[config.mk]
export PLATFORM = sky130hd
export DESIGN_NAME = pan_tilt_stepper_command_unit
export DESIGN_NICKNAME = d
export VERILOG_FILES = /design/src/rtl/ptscu_pkg.sv /design/src/rtl/ptscu_front.sv /design/src/rtl/ptscu_fifo.sv /design/src/rtl/ptscu_back.sv /design/src/rtl/pan_tilt_stepper_command_unit.sv
export SDC_FILE = /design/constraint.sdc
export NUM_CORES = 1
export LEC_CHECK = 0
export BUFFER_PORTS_ARGS = -buffer_cell sky130_fd_sc_hd__buf_2
export CORE_ASPECT_RATIO = 1.75
export CORE_MARGIN = 2
export CORE_UTILIZATION = 60
export DETAILED_ROUTE_END_ITERATION = 16
export HOLD_SLACK_MARGIN = 0.08
export MAX_ROUTING_LAYER = met4
export PLACE_DENSITY = 0.79
export SLEW_MARGIN = 25
export SYNTH_ARGS = -nofsm -noshare
export SYNTH_HDL_FRONTEND = slang
export SYNTH_SLANG_ARGS = --single-unit
[constraint.sdc]
create_clock -name clk_i -period 15.88 [get_ports clk_i]
set_clock_uncertainty 0.1 [all_clocks]
set_input_delay 0.794 -clock clk_i [delete_from_list [all_inputs] [get_ports clk_i]]
set_output_delay 0.794 -clock clk_i [all_outputs]
set_load 0.02 [all_outputs]
[src/rtl/ptscu_pkg.sv]
// Shared types and constants for the pan/tilt stepper command unit.
// Used by the front end, the op queue, the back end and the top level.
// Depends on nothing.
package ptscu_pkg;

  localparam int unsigned POS_W    = 16;
  localparam int unsigned STEP_W   = (POS_W > 16) ? POS_W : 16;
  localparam int unsigned CFG_W    = 16;
  localparam int unsigned CFG_IDX_W = 3;
  localparam int unsigned OUT_POS_W = 16;
  localparam int unsigned LED_W    = 9;

  typedef enum logic [CFG_IDX_W-1:0] {
    CFG_AUTO_STEPS    = 3'd0,
    CFG_AUTO_HALF     = 3'd1,
    CFG_MANUAL_STEPS  = 3'd2,
    CFG_MANUAL_HALF   = 3'd3,
    CFG_HOME_HALF     = 3'd4
  } cfg_idx_e;

  typedef enum logic {
    AXIS_X = 1'b0,
    AXIS_Z = 1'b1
  } axis_e;

  typedef enum logic [2:0] {
    OP_TICK   = 3'd0,
    OP_MANUAL = 3'd1,
    OP_TRACK  = 3'd2,
    OP_HOME   = 3'd3,
    OP_LED    = 3'd4,
    OP_NONE   = 3'd5
  } op_kind_e;

  typedef struct packed {
    op_kind_e         kind;
    axis_e            man_axis;
    logic             man_dir;
    logic             trk_x_en;
    logic             trk_x_pos;
    logic             trk_z_en;
    logic             trk_z_pos;
    logic [LED_W-1:0] led;
  } op_t;

  typedef struct packed {
    logic [CFG_W-1:0] auto_steps;
    logic [CFG_W-1:0] auto_half;
    logic [CFG_W-1:0] manual_steps;
    logic [CFG_W-1:0] manual_half;
    logic [CFG_W-1:0] home_half;
  } cfg_t;

  typedef struct packed {
    logic full;
    logic empty;
  } fifo_stat_t;

  typedef struct packed {
    logic                        x_step;
    logic                        x_dir;
    logic                        z_step;
    logic                        z_dir;
    logic [LED_W-1:0]            led;
    logic                        busy;
    logic                        dropped;
    logic signed [OUT_POS_W-1:0] x_pos;
    logic signed [OUT_POS_W-1:0] z_pos;
  } res_t;

endpackage

[src/rtl/ptscu_front.sv]
// Front end: takes input beats and classifies them into queue ops.
// Depends on ptscu_pkg.
module ptscu_front (
  input  logic           clk_i,
  input  logic           rst_ni,
  input  logic           in_valid_i,
  output logic           in_ready_o,
  input  logic           req_type_i,
  input  logic [7:0]     cmd_byte_i,
  output logic           op_valid_o,
  output ptscu_pkg::op_t op_o,
  input  logic           op_ready_i
);

  localparam logic [7:0] ChU = 8'h55;
  localparam logic [7:0] ChO = 8'h4F;
  localparam logic [7:0] ChJ = 8'h4A;
  localparam logic [7:0] ChW = 8'h57;
  localparam logic [7:0] ChC = 8'h43;
  localparam logic [7:0] ChB = 8'h42;
  localparam logic [7:0] ChA = 8'h41;
  localparam logic [7:0] ChF = 8'h46;
  localparam logic [7:0] ChD = 8'h44;
  localparam logic [7:0] ChK = 8'h4B;
  localparam logic [7:0] ChH = 8'h48;
  localparam logic [7:0] ChG = 8'h47;
  localparam logic [7:0] ChI = 8'h49;
  localparam logic [7:0] ChM = 8'h4D;
  localparam logic [7:0] ChN = 8'h4E;
  localparam logic [7:0] ChS = 8'h53;
  localparam logic [7:0] ChL = 8'h4C;
  localparam logic [7:0] ChR = 8'h52;
  localparam logic [7:0] ChP = 8'h50;
  localparam logic [7:0] ChT = 8'h54;
  localparam logic [7:0] ChY = 8'h59;
  localparam logic [7:0] ChZ = 8'h5A;

  logic           valid_q, valid_d;
  ptscu_pkg::op_t op_q, op_d;
  logic           take;

  function automatic ptscu_pkg::op_t track(logic xe, logic xp, logic ze, logic zp);
    ptscu_pkg::op_t o;
    o = '0;
    o.kind = ptscu_pkg::OP_TRACK;
    o.trk_x_en = xe;
    o.trk_x_pos = xp;
    o.trk_z_en = ze;
    o.trk_z_pos = zp;
    return o;
  endfunction

  function automatic ptscu_pkg::op_t manual(ptscu_pkg::axis_e ax, logic dir);
    ptscu_pkg::op_t o;
    o = '0;
    o.kind = ptscu_pkg::OP_MANUAL;
    o.man_axis = ax;
    o.man_dir = dir;
    return o;
  endfunction

  function automatic ptscu_pkg::op_t led(int unsigned bit_idx);
    ptscu_pkg::op_t o;
    o = '0;
    o.kind = ptscu_pkg::OP_LED;
    o.led = ptscu_pkg::LED_W'(1) << bit_idx;
    return o;
  endfunction

  function automatic ptscu_pkg::op_t decode(logic [7:0] c);
    ptscu_pkg::op_t o;
    o = '0;
    o.kind = ptscu_pkg::OP_NONE;
    case (c)
      ChU: o = manual(ptscu_pkg::AXIS_Z, 1'b1);
      ChO: o = manual(ptscu_pkg::AXIS_Z, 1'b0);
      ChJ: o = manual(ptscu_pkg::AXIS_X, 1'b0);
      ChW: o = manual(ptscu_pkg::AXIS_X, 1'b1);
      ChC: o = track(1'b1, 1'b1, 1'b1, 1'b1);
      ChB: o = track(1'b0, 1'b0, 1'b1, 1'b1);
      ChA: o = track(1'b1, 1'b0, 1'b1, 1'b1);
      ChF: o = track(1'b1, 1'b1, 1'b0, 1'b0);
      ChD: o = track(1'b1, 1'b0, 1'b0, 1'b0);
      ChK: o = track(1'b1, 1'b1, 1'b1, 1'b0);
      ChH: o = track(1'b0, 1'b0, 1'b1, 1'b0);
      ChG: o = track(1'b1, 1'b0, 1'b1, 1'b0);
      ChI: o.kind = ptscu_pkg::OP_HOME;
      ChM: o = led(0);
      ChN: o = led(1);
      ChS: o = led(2);
      ChL: o = led(3);
      ChR: o = led(4);
      ChP: o = led(5);
      ChT: o = led(6);
      ChY: o = led(7);
      ChZ: o = led(8);
      default: o.kind = ptscu_pkg::OP_NONE;
    endcase
    return o;
  endfunction

  assign in_ready_o = !valid_q || op_ready_i;
  assign take       = in_valid_i && in_ready_o;

  always_comb begin
    valid_d = valid_q;
    op_d    = op_q;
    if (take) begin
      valid_d = 1'b1;
      if (req_type_i) begin
        op_d      = '0;
        op_d.kind = ptscu_pkg::OP_TICK;
      end else begin
        op_d = decode(cmd_byte_i);
      end
    end else if (op_ready_i) begin
      valid_d = 1'b0;
    end
  end

  always_ff @(posedge clk_i or negedge rst_ni) begin
    if (!rst_ni) begin
      valid_q <= 1'b0;
    end else begin
      valid_q <= valid_d;
    end
  end

  always_ff @(posedge clk_i) begin
    op_q <= op_d;
  end

  assign op_valid_o = valid_q;
  assign op_o       = op_q;

endmodule

[src/rtl/ptscu_fifo.sv]
// Two-entry queue of classified ops between the front end and the back end.
// Depends on ptscu_pkg.
module ptscu_fifo (
  input  logic                  clk_i,
  input  logic                  rst_ni,
  input  logic                  push_i,
  input  ptscu_pkg::op_t        data_i,
  input  logic                  pop_i,
  output ptscu_pkg::op_t        data_o,
  output ptscu_pkg::fifo_stat_t stat_o
);

  ptscu_pkg::op_t mem_q [2];
  logic           wr_ptr_q, wr_ptr_d;
  logic           rd_ptr_q, rd_ptr_d;
  logic [1:0]     count_q, count_d;
  logic           do_push, do_pop;

  assign stat_o.full  = (count_q == 2'd2);
  assign stat_o.empty = (count_q == 2'd0);
  assign do_push      = push_i && !stat_o.full;
  assign do_pop       = pop_i && !stat_o.empty;
  assign data_o       = mem_q[rd_ptr_q];

  always_comb begin
    wr_ptr_d = do_push ? !wr_ptr_q : wr_ptr_q;
    rd_ptr_d = do_pop ? !rd_ptr_q : rd_ptr_q;
    count_d  = count_q;
    if (do_push && !do_pop) begin
      count_d = count_q + 2'd1;
    end else if (do_pop && !do_push) begin
      count_d = count_q - 2'd1;
    end
  end

  always_ff @(posedge clk_i or negedge rst_ni) begin
    if (!rst_ni) begin
      wr_ptr_q <= 1'b0;
      rd_ptr_q <= 1'b0;
      count_q  <= 2'd0;
    end else begin
      wr_ptr_q <= wr_ptr_d;
      rd_ptr_q <= rd_ptr_d;
      count_q  <= count_d;
    end
  end

  always_ff @(posedge clk_i) begin
    if (do_push) begin
      mem_q[wr_ptr_q] <= data_i;
    end
  end

endmodule

[src/rtl/ptscu_back.sv]
// Back end: carries out ops against the motion state and registers results.
// Depends on ptscu_pkg.
module ptscu_back (
  input  logic            clk_i,
  input  logic            rst_ni,
  input  ptscu_pkg::cfg_t cfg_i,
  input  logic            op_valid_i,
  input  ptscu_pkg::op_t  op_i,
  output logic            op_pop_o,
  output logic            out_valid_o,
  input  logic            out_ready_i,
  output ptscu_pkg::res_t res_o
);

  localparam int unsigned PW = ptscu_pkg::POS_W;
  localparam int unsigned SW = ptscu_pkg::STEP_W;
  localparam logic [PW-1:0] PosTop = {1'b1, {(PW-1){1'b0}}};

  logic [PW-1:0]  pan_pos_q, pan_pos_d, tilt_pos_q, tilt_pos_d;
  logic [ptscu_pkg::LED_W-1:0] led_q, led_d;
  logic           pan_dir_q, pan_dir_d, tilt_dir_q, tilt_dir_d;
  logic           seg_axis_q [2];
  logic           seg_axis_d [2];
  logic           seg_dir_q [2];
  logic           seg_dir_d [2];
  logic [SW-1:0]  seg_steps_q [2];
  logic [SW-1:0]  seg_steps_d [2];
  logic [1:0]     seg_total_q, seg_total_d;
  logic [1:0]     seg_idx_q, seg_idx_d;
  logic           moving_q, moving_d;
  logic [SW-1:0]  steps_q, steps_d;
  logic [15:0]    hp_q, hp_d;
  logic [15:0]    half_q, half_d;
  logic           phase_q, phase_d;
  logic           out_valid_q;
  ptscu_pkg::res_t res_q, res_d;

  logic           pop;
  logic           dropped;
  logic           start_run;
  logic           found;
  logic [1:0]     run_idx;
  logic [15:0]    half_sel;
  logic [PW-1:0]  n_pos;
  logic           xn, zn;
  logic [PW-1:0]  xs, zs;
  logic           cur_axis;

  assign pop      = op_valid_i && (!out_valid_q || out_ready_i);
  assign op_pop_o = pop;

  assign n_pos = PW'(cfg_i.auto_steps);
  assign xn    = pan_pos_q[PW-1] && (pan_pos_q != PosTop);
  assign zn    = tilt_pos_q[PW-1] && (tilt_pos_q != PosTop);
  assign xs    = xn ? (PW'(0) - pan_pos_q) : pan_pos_q;
  assign zs    = zn ? (PW'(0) - tilt_pos_q) : tilt_pos_q;

  always_comb begin
    pan_pos_d   = pan_pos_q;
    tilt_pos_d  = tilt_pos_q;
    led_d       = led_q;
    pan_dir_d   = pan_dir_q;
    tilt_dir_d  = tilt_dir_q;
    seg_axis_d  = seg_axis_q;
    seg_dir_d   = seg_dir_q;
    seg_steps_d = seg_steps_q;
    seg_total_d = seg_total_q;
    seg_idx_d   = seg_idx_q;
    moving_d    = moving_q;
    steps_d     = steps_q;
    hp_d        = hp_q;
    half_d      = half_q;
    phase_d     = phase_q;
    dropped     = 1'b0;
    start_run   = 1'b0;
    run_idx     = 2'd0;
    half_sel    = half_q;
    found       = 1'b0;

    if (pop) begin
      if (op_i.kind == ptscu_pkg::OP_TICK) begin
        if (moving_q) begin
          hp_d = (hp_q != 16'd0) ? hp_q - 16'd1 : hp_q;
          if (hp_d == 16'd0) begin
            if (phase_q) begin
              phase_d = 1'b0;
              hp_d    = half_q;
            end else begin
              steps_d = steps_q - SW'(1);
              if (steps_d != '0) begin
                phase_d = 1'b1;
                hp_d    = half_q;
              end else begin
                start_run = 1'b1;
                run_idx   = seg_idx_q + 2'd1;
              end
            end
          end
        end
      end else if (moving_q) begin
        dropped = 1'b1;
      end else begin
        case (op_i.kind)
          ptscu_pkg::OP_MANUAL: begin
            seg_total_d    = 2'd1;
            seg_axis_d[0]  = op_i.man_axis;
            seg_dir_d[0]   = op_i.man_dir;
            seg_steps_d[0] = SW'(cfg_i.manual_steps);
            half_sel       = cfg_i.manual_half;
            start_run      = 1'b1;
          end
          ptscu_pkg::OP_TRACK: begin
            if (op_i.trk_z_en) begin
              tilt_pos_d = op_i.trk_z_pos ? tilt_pos_q + n_pos : tilt_pos_q - n_pos;
            end
            if (op_i.trk_x_en) begin
              pan_pos_d = op_i.trk_x_pos ? pan_pos_q + n_pos : pan_pos_q - n_pos;
            end
            seg_total_d    = (op_i.trk_z_en && op_i.trk_x_en) ? 2'd2 : 2'd1;
            seg_axis_d[0]  = op_i.trk_z_en ? ptscu_pkg::AXIS_Z : ptscu_pkg::AXIS_X;
            seg_dir_d[0]   = op_i.trk_z_en ? op_i.trk_z_pos : op_i.trk_x_pos;
            seg_steps_d[0] = SW'(cfg_i.auto_steps);
            seg_axis_d[1]  = ptscu_pkg::AXIS_X;
            seg_dir_d[1]   = op_i.trk_x_pos;
            seg_steps_d[1] = SW'(cfg_i.auto_steps);
            half_sel       = cfg_i.auto_half;
            start_run      = 1'b1;
          end
          ptscu_pkg::OP_HOME: begin
            seg_total_d = 2'd2;
            if (!xn && zn) begin
              seg_axis_d[0]  = ptscu_pkg::AXIS_Z;
              seg_dir_d[0]   = 1'b1;
              seg_steps_d[0] = SW'(zs);
              seg_axis_d[1]  = ptscu_pkg::AXIS_X;
              seg_dir_d[1]   = 1'b0;
              seg_steps_d[1] = SW'(xs);
            end else begin
              seg_axis_d[0]  = ptscu_pkg::AXIS_X;
              seg_dir_d[0]   = xn;
              seg_steps_d[0] = SW'(xs);
              seg_axis_d[1]  = ptscu_pkg::AXIS_Z;
              seg_dir_d[1]   = zn;
              seg_steps_d[1] = SW'(zs);
            end
            pan_pos_d  = '0;
            tilt_pos_d = '0;
            half_sel   = cfg_i.home_half;
            start_run  = 1'b1;
          end
          ptscu_pkg::OP_LED: begin
            led_d = op_i.led;
          end
          default: begin
          end
        endcase
        if (start_run) begin
          half_d = (half_sel == 16'd0) ? 16'd1 : half_sel;
        end
      end

      if (start_run) begin
        for (int s = 0; s < 2; s++) begin
          if (!found && (run_idx == 2'(s)) && (2'(s) < seg_total_d)) begin
            if (seg_axis_d[s] == ptscu_pkg::AXIS_X) begin
              pan_dir_d = seg_dir_d[s];
            end else begin
              tilt_dir_d = seg_dir_d[s];
            end
            if (seg_steps_d[s] != '0) begin
              found   = 1'b1;
              steps_d = seg_steps_d[s];
              phase_d = 1'b1;
              hp_d    = half_d;
            end else begin
              run_idx = run_idx + 2'd1;
            end
          end
        end
        seg_idx_d = run_idx;
        moving_d  = found;
        if (!found) begin
          phase_d = 1'b0;
          steps_d = '0;
          hp_d    = 16'd0;
        end
      end
    end

    cur_axis        = seg_axis_d[seg_idx_d[0]];
    res_d.x_step    = moving_d && phase_d && (cur_axis == ptscu_pkg::AXIS_X);
    res_d.z_step    = moving_d && phase_d && (cur_axis == ptscu_pkg::AXIS_Z);
    res_d.x_dir     = pan_dir_d;
    res_d.z_dir     = tilt_dir_d;
    res_d.led       = led_d;
    res_d.busy      = moving_d;
    res_d.dropped   = dropped;
    res_d.x_pos     = ptscu_pkg::OUT_POS_W'($signed(pan_pos_d));
    res_d.z_pos     = ptscu_pkg::OUT_POS_W'($signed(tilt_pos_d));
  end

  always_ff @(posedge clk_i or negedge rst_ni) begin
    if (!rst_ni) begin
      pan_pos_q   <= '0;
      tilt_pos_q  <= '0;
      led_q       <= '0;
      pan_dir_q   <= 1'b0;
      tilt_dir_q  <= 1'b0;
      seg_total_q <= 2'd0;
      seg_idx_q   <= 2'd0;
      moving_q    <= 1'b0;
      steps_q     <= '0;
      hp_q        <= 16'd0;
      half_q      <= 16'd1;
      phase_q     <= 1'b0;
      out_valid_q <= 1'b0;
    end else begin
      pan_pos_q   <= pan_pos_d;
      tilt_pos_q  <= tilt_pos_d;
      led_q       <= led_d;
      pan_dir_q   <= pan_dir_d;
      tilt_dir_q  <= tilt_dir_d;
      seg_total_q <= seg_total_d;
      seg_idx_q   <= seg_idx_d;
      moving_q    <= moving_d;
      steps_q     <= steps_d;
      hp_q        <= hp_d;
      half_q      <= half_d;
      phase_q     <= phase_d;
      if (pop) begin
        out_valid_q <= 1'b1;
      end else if (out_ready_i) begin
        out_valid_q <= 1'b0;
      end
    end
  end

  always_ff @(posedge clk_i) begin
    seg_axis_q  <= seg_axis_d;
    seg_dir_q   <= seg_dir_d;
    seg_steps_q <= seg_steps_d;
    if (pop) begin
      res_q <= res_d;
    end
  end

  assign out_valid_o = out_valid_q;
  assign res_o       = res_q;

endmodule

[src/rtl/pan_tilt_stepper_command_unit.sv]
// Top level of the pan/tilt stepper command unit: configuration registers,
// front end, op queue and back end. Depends on ptscu_pkg and its submodules.
// An accepted beat passes through the front-end register, the op queue and the back-end
// result register before its result is valid. Throughput: one beat per cycle while the
// result output is not stalled. Reset: asynchronous, active low; clears the valid flags,
// queue pointers, positions and motion counters and loads the default configuration; no clearing pass is needed.
module pan_tilt_stepper_command_unit (
  input  logic                                 clk_i,
  input  logic                                 rst_ni,
  input  logic                                 in_valid_i,
  output logic                                 in_ready_o,
  input  logic                                 req_type_i,
  input  logic [7:0]                           cmd_byte_i,
  output logic                                 out_valid_o,
  input  logic                                 out_ready_i,
  output logic                                 x_step_o,
  output logic                                 x_dir_o,
  output logic                                 z_step_o,
  output logic                                 z_dir_o,
  output logic [ptscu_pkg::LED_W-1:0]          led_pattern_o,
  output logic                                 busy_res_o,
  output logic                                 cmd_dropped_o,
  output logic signed [ptscu_pkg::OUT_POS_W-1:0] x_position_o,
  output logic signed [ptscu_pkg::OUT_POS_W-1:0] z_position_o,
  input  logic                                 cfg_we_i,
  input  logic [ptscu_pkg::CFG_IDX_W-1:0]      cfg_idx_i,
  input  logic [ptscu_pkg::CFG_W-1:0]          cfg_wdata_i
);

  ptscu_pkg::cfg_t       cfg_q;
  logic                  f_valid;
  ptscu_pkg::op_t        f_op;
  ptscu_pkg::op_t        q_op;
  ptscu_pkg::fifo_stat_t q_stat;
  logic                  q_pop;
  ptscu_pkg::res_t       res;

  always_ff @(posedge clk_i or negedge rst_ni) begin
    if (!rst_ni) begin
      cfg_q.auto_steps   <= 16'd30;
      cfg_q.auto_half    <= 16'd1000;
      cfg_q.manual_steps <= 16'd100;
      cfg_q.manual_half  <= 16'd1000;
      cfg_q.home_half    <= 16'd400;
    end else if (cfg_we_i) begin
      case (cfg_idx_i)
        ptscu_pkg::CFG_AUTO_STEPS:   cfg_q.auto_steps   <= cfg_wdata_i;
        ptscu_pkg::CFG_AUTO_HALF:    cfg_q.auto_half    <= cfg_wdata_i;
        ptscu_pkg::CFG_MANUAL_STEPS: cfg_q.manual_steps <= cfg_wdata_i;
        ptscu_pkg::CFG_MANUAL_HALF:  cfg_q.manual_half  <= cfg_wdata_i;
        ptscu_pkg::CFG_HOME_HALF:    cfg_q.home_half    <= cfg_wdata_i;
        default: begin
        end
      endcase
    end
  end

  ptscu_front u_front (
    .clk_i      (clk_i),
    .rst_ni     (rst_ni),
    .in_valid_i (in_valid_i),
    .in_ready_o (in_ready_o),
    .req_type_i (req_type_i),
    .cmd_byte_i (cmd_byte_i),
    .op_valid_o (f_valid),
    .op_o       (f_op),
    .op_ready_i (!q_stat.full)
  );

  ptscu_fifo u_fifo (
    .clk_i  (clk_i),
    .rst_ni (rst_ni),
    .push_i (f_valid),
    .data_i (f_op),
    .pop_i  (q_pop),
    .data_o (q_op),
    .stat_o (q_stat)
  );

  ptscu_back u_back (
    .clk_i       (clk_i),
    .rst_ni      (rst_ni),
    .cfg_i       (cfg_q),
    .op_valid_i  (!q_stat.empty),
    .op_i        (q_op),
    .op_pop_o    (q_pop),
    .out_valid_o (out_valid_o),
    .out_ready_i (out_ready_i),
    .res_o       (res)
  );

  assign x_step_o      = res.x_step;
  assign x_dir_o       = res.x_dir;
  assign z_step_o      = res.z_step;
  assign z_dir_o       = res.z_dir;
  assign led_pattern_o = res.led;
  assign busy_res_o    = res.busy;
  assign cmd_dropped_o = res.dropped;
  assign x_position_o  = res.x_pos;
  assign z_position_o  = res.z_pos;

  a_queue_status: assert property (@(posedge clk_i) disable iff (!rst_ni)
    !(q_stat.full && q_stat.empty))
    else $error("Queue reports full and empty at once.");

  a_one_axis: assert property (@(posedge clk_i) disable iff (!rst_ni)
    out_valid_o |-> !(x_step_o && z_step_o))
    else $error("Both axes pulse in the same result.");

  a_drop_busy: assert property (@(posedge clk_i) disable iff (!rst_ni)
    (out_valid_o && cmd_dropped_o) |-> busy_res_o)
    else $error("A command was dropped while the unit was idle.");

  a_step_busy: assert property (@(posedge clk_i) disable iff (!rst_ni)
    (out_valid_o && (x_step_o || z_step_o)) |-> busy_res_o)
    else $error("Step pulse high while the unit is idle.");

  a_pop_nonempty: assert property (@(posedge clk_i) disable iff (!rst_ni)
    q_pop |-> !q_stat.empty)
    else $error("Back end took an op from an empty queue.");

endmodule

==> results.cfg, run 1 <==
[setup_path]
cpPeakStageDelay_ns = 0.82
critical_path_required_ns = 16.10
r2r_cells = 17
slowest_stage = nand4_1
path_delay_family = simple AND/OR/NAND/NOR gates
cp-start-kind = flip-flop
crit_type = reg -> reg
crit_path_end_kind = flip-flop
timing.rr.start = u_back.tilt_pos_q[1]$_DFF_PN0_
path_max_fanout = 15
cp.arrival_ns = 6.76
cp_cell_sequence = inv_1 -> ha_1 -> nor4b_1 -> nand4_1 -> nand3_1 -> nor4_1 -> or4_1 -> nor4_2 -> nand3_1 -> nor3_1 -> mux2_2 -> ha_1 -> nand2_1 -> a31oi_2 -> o21ai_1 -> a22o_1 -> o31ai_1
reg2reg_to = u_back.res_o[46]$_DFFE_PP_
path_buf_inv = 1
rrSetupSlack_ns = 9.34

[logic_synthesis]
synth.distinct_cells = 95
synthTopCellsByArea = edfxtp_1, dfrtp_1, mux2_2
synth_flop_cell = dfrtp_1
async_reset_ff_share_pct = 57.2
avgSynthCellArea_um2 = 9.79
synth_area_leader_cell = edfxtp_1
ys_ff_latch = 320
synth_xor_area_share_pct = 3.25
synth.yosys.seq_area_share_pct = 46.7
yosys.area_share.simple_pct = 18.3
synth_compound_area_share_pct = 17.6
ys_warn_count = 0
synthesis.instances = 1901
synth-edff-count = 135
mappedNetlistArea_um2 = 18600
synthAdderAreaFrac_pct = 2.90
yosysTopAreaCellShare_pct = 21.8
synth_top_family_by_area = simple AND/OR/NAND/NOR gates
synth_fp_nets = 1976
synth_mux_area_share_pct = 7.47

[drt]
first_pass_iters = 6
vias = 16255
wirelength_mm = 65.4
post_drt_wl_per_cell_um = 27.9
drc = 0
drtIter0Drc = 1785
viasPerCell = 6.93
ant_nets = 0

[cts]
cts_hold_buffers = 0
postCtsSetupBuffers = 0
clk_pin_slew_ns = 0.07
htree_num_levels = 1
clk_latency_ns = 0.61
cts_root_buf = clkbuf_16
clockBufferDepth = 3
cts_resized = 0
clkSinkCount = 320
tritoncts = done
numCtsBuffers = 30

[job]
drv_cap = 0

[global_routing]
top_usage_layer = met2
grt_max_degree = 105
overflow = 0
grt_use_total_pct = 42.3
antenna_found_initial = 8
gr-usage-met1_pct = 42.4
met2_usage_pct = 66.9
use_met3_pct = 11.6
grt_pass1_vias = 16149
grt_first_pass_wirelength_mm = 98.3

[timing]
slew_headroom_pct = 29.0
finalHoldViolations = 0
period_needed_ns = 6.54
fin_crit_sh_pct = 41.2
worst_hold_slack_ns = 0.220
drv_slew = 0
setup_violations = 0
max_freq_ghz = 0.153
tns_ns = 0
worstMarginPinSlew_ns = 1.06
rsz0062_at_grt = no

[die]
io_pins = 82
die_x_um = 137
rows = 85
die_area_um2 = 32500
core_area_um2 = 30600
die_height_um = 237
initial_core_util_pct = 60.8

[finish]
drive_gt1_share_pct = 15.9
fillers = 2361
utilization_pct = 66.4
nets = 1993
areaGrowthSynthToFinish_pct = 9.25
seq_area_um2 = 8700
multi_input_area_um2 = 9300

[power]
peakVddDrop_v = 0.000221
p_per_area_nw_per_um2 = 141
leakage_uw = 0.00798

[place]
hpwl_mm = 46.2
placement.io_buffers = 81
gp_congestion = 1.12

[worst_hold_path]
min_path_type = in -> async

[outcome]
status = completed
sequential cells by signal (all words and copies together) (netlist names):
name / count
u_back.phase_q: 1
u_fifo.wr_ptr_q: 1
u_back.out_valid_o: 1
u_fifo.count_q: 2
u_fifo.rd_ptr_q: 1
u_back.led_q: 9
u_back.seg_idx_q: 2
u_back.moving_q: 1
u_back.hp_q: 16
cfg_q: 80
u_back.half_q: 16
u_back.res_o: 47
u_front.op_o: 18
u_back.tilt_dir_q: 1
u_back.steps_q: 16
u_back.seg_dir_q: 2
u_back.pan_pos_q: 16
u_back.seg_steps_q: 32
u_back.seg_total_q: 2
u_back.pan_dir_q: 1
u_front.op_valid_o: 1
u_fifo.mem_q: 36
u_back.tilt_pos_q: 16
u_back.seg_axis_q: 2
report_power, final:
part	internal [uW]	leakage, uW	switching [uW]
sequential	1040	0.00353	116
clock	409	0.000492	335
combinational	314	0.00396	663
cells in the mapped netlist, drive strengths merged, types with 14 or more instances:
cell / number
o211ai: 16
xor2: 39
o41ai: 14
a31oi: 22
a21oi: 97
nand2: 221
a22o: 20
nor4: 35
o31ai: 18
xnor2: 30
nor3: 46
and3: 16
nor2: 174
ha: 40
clkbuf: 108
or3: 15
inv: 50
edfxtp: 135
a22oi: 17
nand2b: 20
mux2: 88
nor2b: 14
dfstp: 23
dfrtp: 160
o21ai: 125
nand3: 47
mux2i: 40
buf: 15
per-stage QoR:
step | power [uW] | area (um^2) | setup WS [ns] | cells
after CTS | 2840 | 20300 | 9.53 | 2332
after global placement | 2070 | 19300 | 9.74 | 2276
after floorplan | 1760 | 18600 | 10.63 | 1901
final | 2880 | 20300 | 9.34 | 2344
after detailed placement | 2100 | 19300 | 9.56 | 2276
after global routing | 2980 | 20300 | 8.81 | 2342
logic make-up after synthesis:
kind of cell | count (synthesis)
simple gates | 687
compound gates | 481
flops | 320
buf+inv | 174
mux | 128
xor+xnor | 69
fa+ha+maj | 42
area by class of cell:
type	count	share of cell area, %
clock buffers	43	4.18
flip-flops and latches	320	42.8
well taps	391	2.41
inverters	51	0.954
diodes	11	0.135
clock inverters	13	0.769
multi-input cells	1407	45.7
repair buffers	108	3.07
placed cells by master (no fill, tap or decap), types with 16 or more instances in the layout:
cell type / instances
clkbuf_16: 30
edfxtp_1: 135
dfstp_2: 23
o21ai_0: 111
a31oi_1: 21
o211ai_1: 16
nor4_1: 30
mux2i_1: 37
buf_4: 25
a21oi_1: 96
nor3_1: 44
a22o_1: 20
xnor2_1: 30
a22oi_1: 17
buf_2: 80
nor2_1: 172
nand2_1: 221
mux2_2: 88
nand2b_1: 20
ha_1: 40
dfrtp_1: 160
inv_1: 49
o31ai_1: 18
xor2_1: 39
nand3_1: 47
how the worst max path moves through the flow:
stage | slack (ns) | endpoint | cells past startpoint | startpoint
3_5_place_dp | 9.56 | u_back.res_o[46]$_DFFE_PP_ | 17 | u_back.pan_pos_q[1]$_DFF_PN0_
4_1_cts | 9.53 | u_back.res_o[46]$_DFFE_PP_ | 17 | u_back.tilt_pos_q[1]$_DFF_PN0_
2_1_floorplan | 10.63 | u_back.res_o[46]$_DFFE_PP_ | 19 | u_back.pan_pos_q[1]$_DFF_PN0_
3_3_place_gp | 9.74 | u_back.res_o[46]$_DFFE_PP_ | 17 | u_back.pan_pos_q[1]$_DFF_PN0_
5_1_grt | 8.81 | u_back.res_o[46]$_DFFE_PP_ | 17 | u_back.tilt_pos_q[1]$_DFF_PN0_
6_report | 9.34 | u_back.res_o[46]$_DFFE_PP_ | 17 | u_back.tilt_pos_q[1]$_DFF_PN0_
per-layer routing:
metal / vias to the layer above / wire length [um]
li1: 7121 / -
met1: 7897 / 21300
met2: 911 / 32200
met3: 326 / 4890
met4: 0 / 7040
met5: - / 0
(Power assumes the default switching activity.)
==> run 2, diff against run 1 <==
CORE_UTILIZATION = 57   (was 60)
clock period = 6 ns   (was 15.88 ns; I/O delays follow)
==> run 2 against run 1 <==
- clock-buffer cell count shrank 7
- largest power group unchanged
- register-to-register slack lost 9.0 ns
- hold slack worse by 0.11 ns
- final area up 2.9%
- sequential power grew to 2.6 times the previous value
- routed wire length is 7.3% higher
- combinational power rose to 2.7 times the previous value
- maximum frequency increased by 16%
- first-iteration DRC count is 16% lower
- global-route usage shrank 0.14 points
==> results.cfg, run 2 (synthesis gave the netlist of run 1 again) <==
[drt]
drtIter0Drc = 1508
drc = 0
vias = 16539
wirelength_mm = 70.1
first_pass_iters = 9
ant_nets = 0
viasPerCell = 6.82
post_drt_wl_per_cell_um = 28.9

[setup_path]
reg2reg_to = u_back.res_o[46]$_DFFE_PP_
crit_start = u_back.pan_pos_q[1]$_DFF_PN0_
cp_cell_sequence = inv_1 -> ha_1 -> or4b_4 -> o41ai_4 -> a311oi_1 -> o32a_1 -> or4_1 -> nor4_2 -> nand3_1 -> nor3_1 -> mux2_2 -> ha_1 -> and2_1 -> and2_1 -> a311o_1 -> mux2i_1 -> o32a_1 -> o31ai_1
rrSetupSlack_ns = 0.36
path_buf_inv = 1
cp.arrival_ns = 5.87
r2r_cells = 18
path_max_fanout = 8
critical_path_required_ns = 6.23
path_delay_family = simple AND/OR/NAND/NOR gates
cp-start-kind = flip-flop
timing.rr.start = u_back.pan_pos_q[1]$_DFF_PN0_
crit_type = reg -> reg
cpPeakStageDelay_ns = 0.53
path_depth = 18
crit_end = u_back.res_o[46]$_DFFE_PP_
slowest_stage = or4b_4
crit_path_end_kind = flip-flop

[place]
placement.io_buffers = 81
gp_congestion = 1.02
placed_area_um2 = 19700
hpwl_mm = 51.8

[timing]
tns_ns = 0
finalHoldViolations = 0
slew_headroom_pct = 29.4
rsz0062_at_grt = no
worstMarginPinSlew_ns = 1.05
period_needed_ns = 5.64
fin_crit_sh_pct = 93.9
max_freq_ghz = 0.177
setup_violations = 0
drv_slew = 0

[global_routing]
grt_max_degree = 79
grt_first_pass_wirelength_mm = 104
grt_pass1_vias = 16660
antenna_found_initial = 0
grt_use_total_pct = 42.1
overflow = 0

[outcome]
status = completed

[die]
initial_core_util_pct = 57.8
die_area_um2 = 34200
io_pins = 82
core_area_um2 = 32200
die_height_um = 243
rows = 87
die_x_um = 141

[cts]
clockBufferDepth = 3
cts_root_buf = clkbuf_16
tritoncts = done
clkSinkCount = 320
htree_num_levels = 1
postCtsSetupBuffers = 0
clk_latency_ns = 0.61
clk_pin_slew_ns = 0.07
numCtsBuffers = 30

[finish]
layout_common_cells = nand2_1, nor2_1, dfrtp_1
multi_input_area_um2 = 9280
antenna_cells = 0
fillers = 2519
areaGrowthSynthToFinish_pct = 12.5
largest_reg_flops = 80
drive_gt1_share_pct = 17.9
max_flop_register = cfg_q
fin_area_um2 = 20900
seq_area_um2 = 8700
nets = 2076
final_common_cell = nand2_1

[power]
peakVddDrop_v = 0.000415
p_per_area_nw_per_um2 = 365
leakage_uw = 0.00833

[worst_hold_path]
min_path_type = in -> reg

[job]
drv_cap = 0
[run 2: cell types whose count changed in the layout (fill, tap and decap cells not counted), moves of 3 or more]
cell and delta:
buf_4 +61, clkbuf_1 -3, clkbuf_8 -6, clkinv_1 +7, diode_2 -11, dlygate4sd3_1 +23
[run 2: per-stage QoR]
stage               hold WS, ns  util [%]  setup slack (ns)  cells  power (uW)
global placement          0.259      61.3             0.485   2346        5590
detailed placement        0.266      61.3             0.418   2346        5660
finish                    0.105      65.0             0.364   2425        7630
CTS                      0.0807      65.0             0.389   2425        7560
floorplan               -0.0956         -             0.747   1901        4660
global route              0.105      65.0            0.0595   2425        7920
[run 2: repair_timing]
item | CTS | global route
setup endpoints to repair | 0 | 1
endpoints found under the hold margin | 164 | 0
gates resized for setup | 0 | 1
hold buffers | 23 | 0
[run 2: final cells by class]
| cell class | instances | area share, % |
|---|---|---|
| multi-input cells | 1407 | 44.3 |
| flip-flops and latches | 320 | 41.6 |
| repair buffers | 191 | 6.25 |
| clock buffers | 36 | 3.80 |
| well taps | 400 | 2.39 |
| inverters | 51 | 0.926 |
| clock inverters | 20 | 0.759 |
[run 2: how the worst min path moves through the flow]
| stage | startpoint | end | cells past startpoint |
|---|---|---|---|
| 2_1_floorplan | rst_ni | cfg_q[0]$_DFFE_PN0P_ | 0 |
| 3_3_place_gp | rst_ni | u_back.tilt_pos_q[8]$_DFF_PN0_ | 1 |
| 3_5_place_dp | rst_ni | u_back.tilt_pos_q[8]$_DFF_PN0_ | 1 |
| 4_1_cts | cmd_byte_i[2] | u_front.op_o[14]$_SDFFCE_PP0P_ | 3 |
| 5_1_grt | cmd_byte_i[1] | u_front.op_o[2]$_SDFFCE_PP0P_ | 3 |
| 6_report | cmd_byte_i[1] | u_front.op_o[11]$_SDFFCE_PP0P_ | 3 |
[run 2: metal layers]
layer | vias up | wire (um) | track usage, %
met5 | - | 0 | -
met4 | 0 | 7760 | 36.0
li1 | 7245 | - | -
met2 | 875 | 36100 | 73.1
met3 | 313 | 4130 | 4.99
met1 | 8106 | 22200 | 41.3
[run 2: power breakdown]
part / leakage [uW] / total, uW / internal (uW) / switching [uW]
clock: 0.000457 / 1900 / 995 / 901
combinational: 0.00435 / 2670 / 859 / 1810
sequential: 0.00353 / 3070 / 2750 / 316
[run 2: worst reg2reg max path, cell delays in order (launching register included)]
cell	delay, ns
dfrtp_1	0.49
inv_1	0.15
ha_1	0.21
or4b_4	0.53
o41ai_4	0.47
a311oi_1	0.17
o32a_1	0.37
or4_1	0.47
nor4_2	0.21
nand3_1	0.17
nor3_1	0.30
mux2_2	0.39
ha_1	0.19
and2_1	0.15
and2_1	0.15
a311o_1	0.37
mux2i_1	0.22
o32a_1	0.19
o31ai_1	0.08
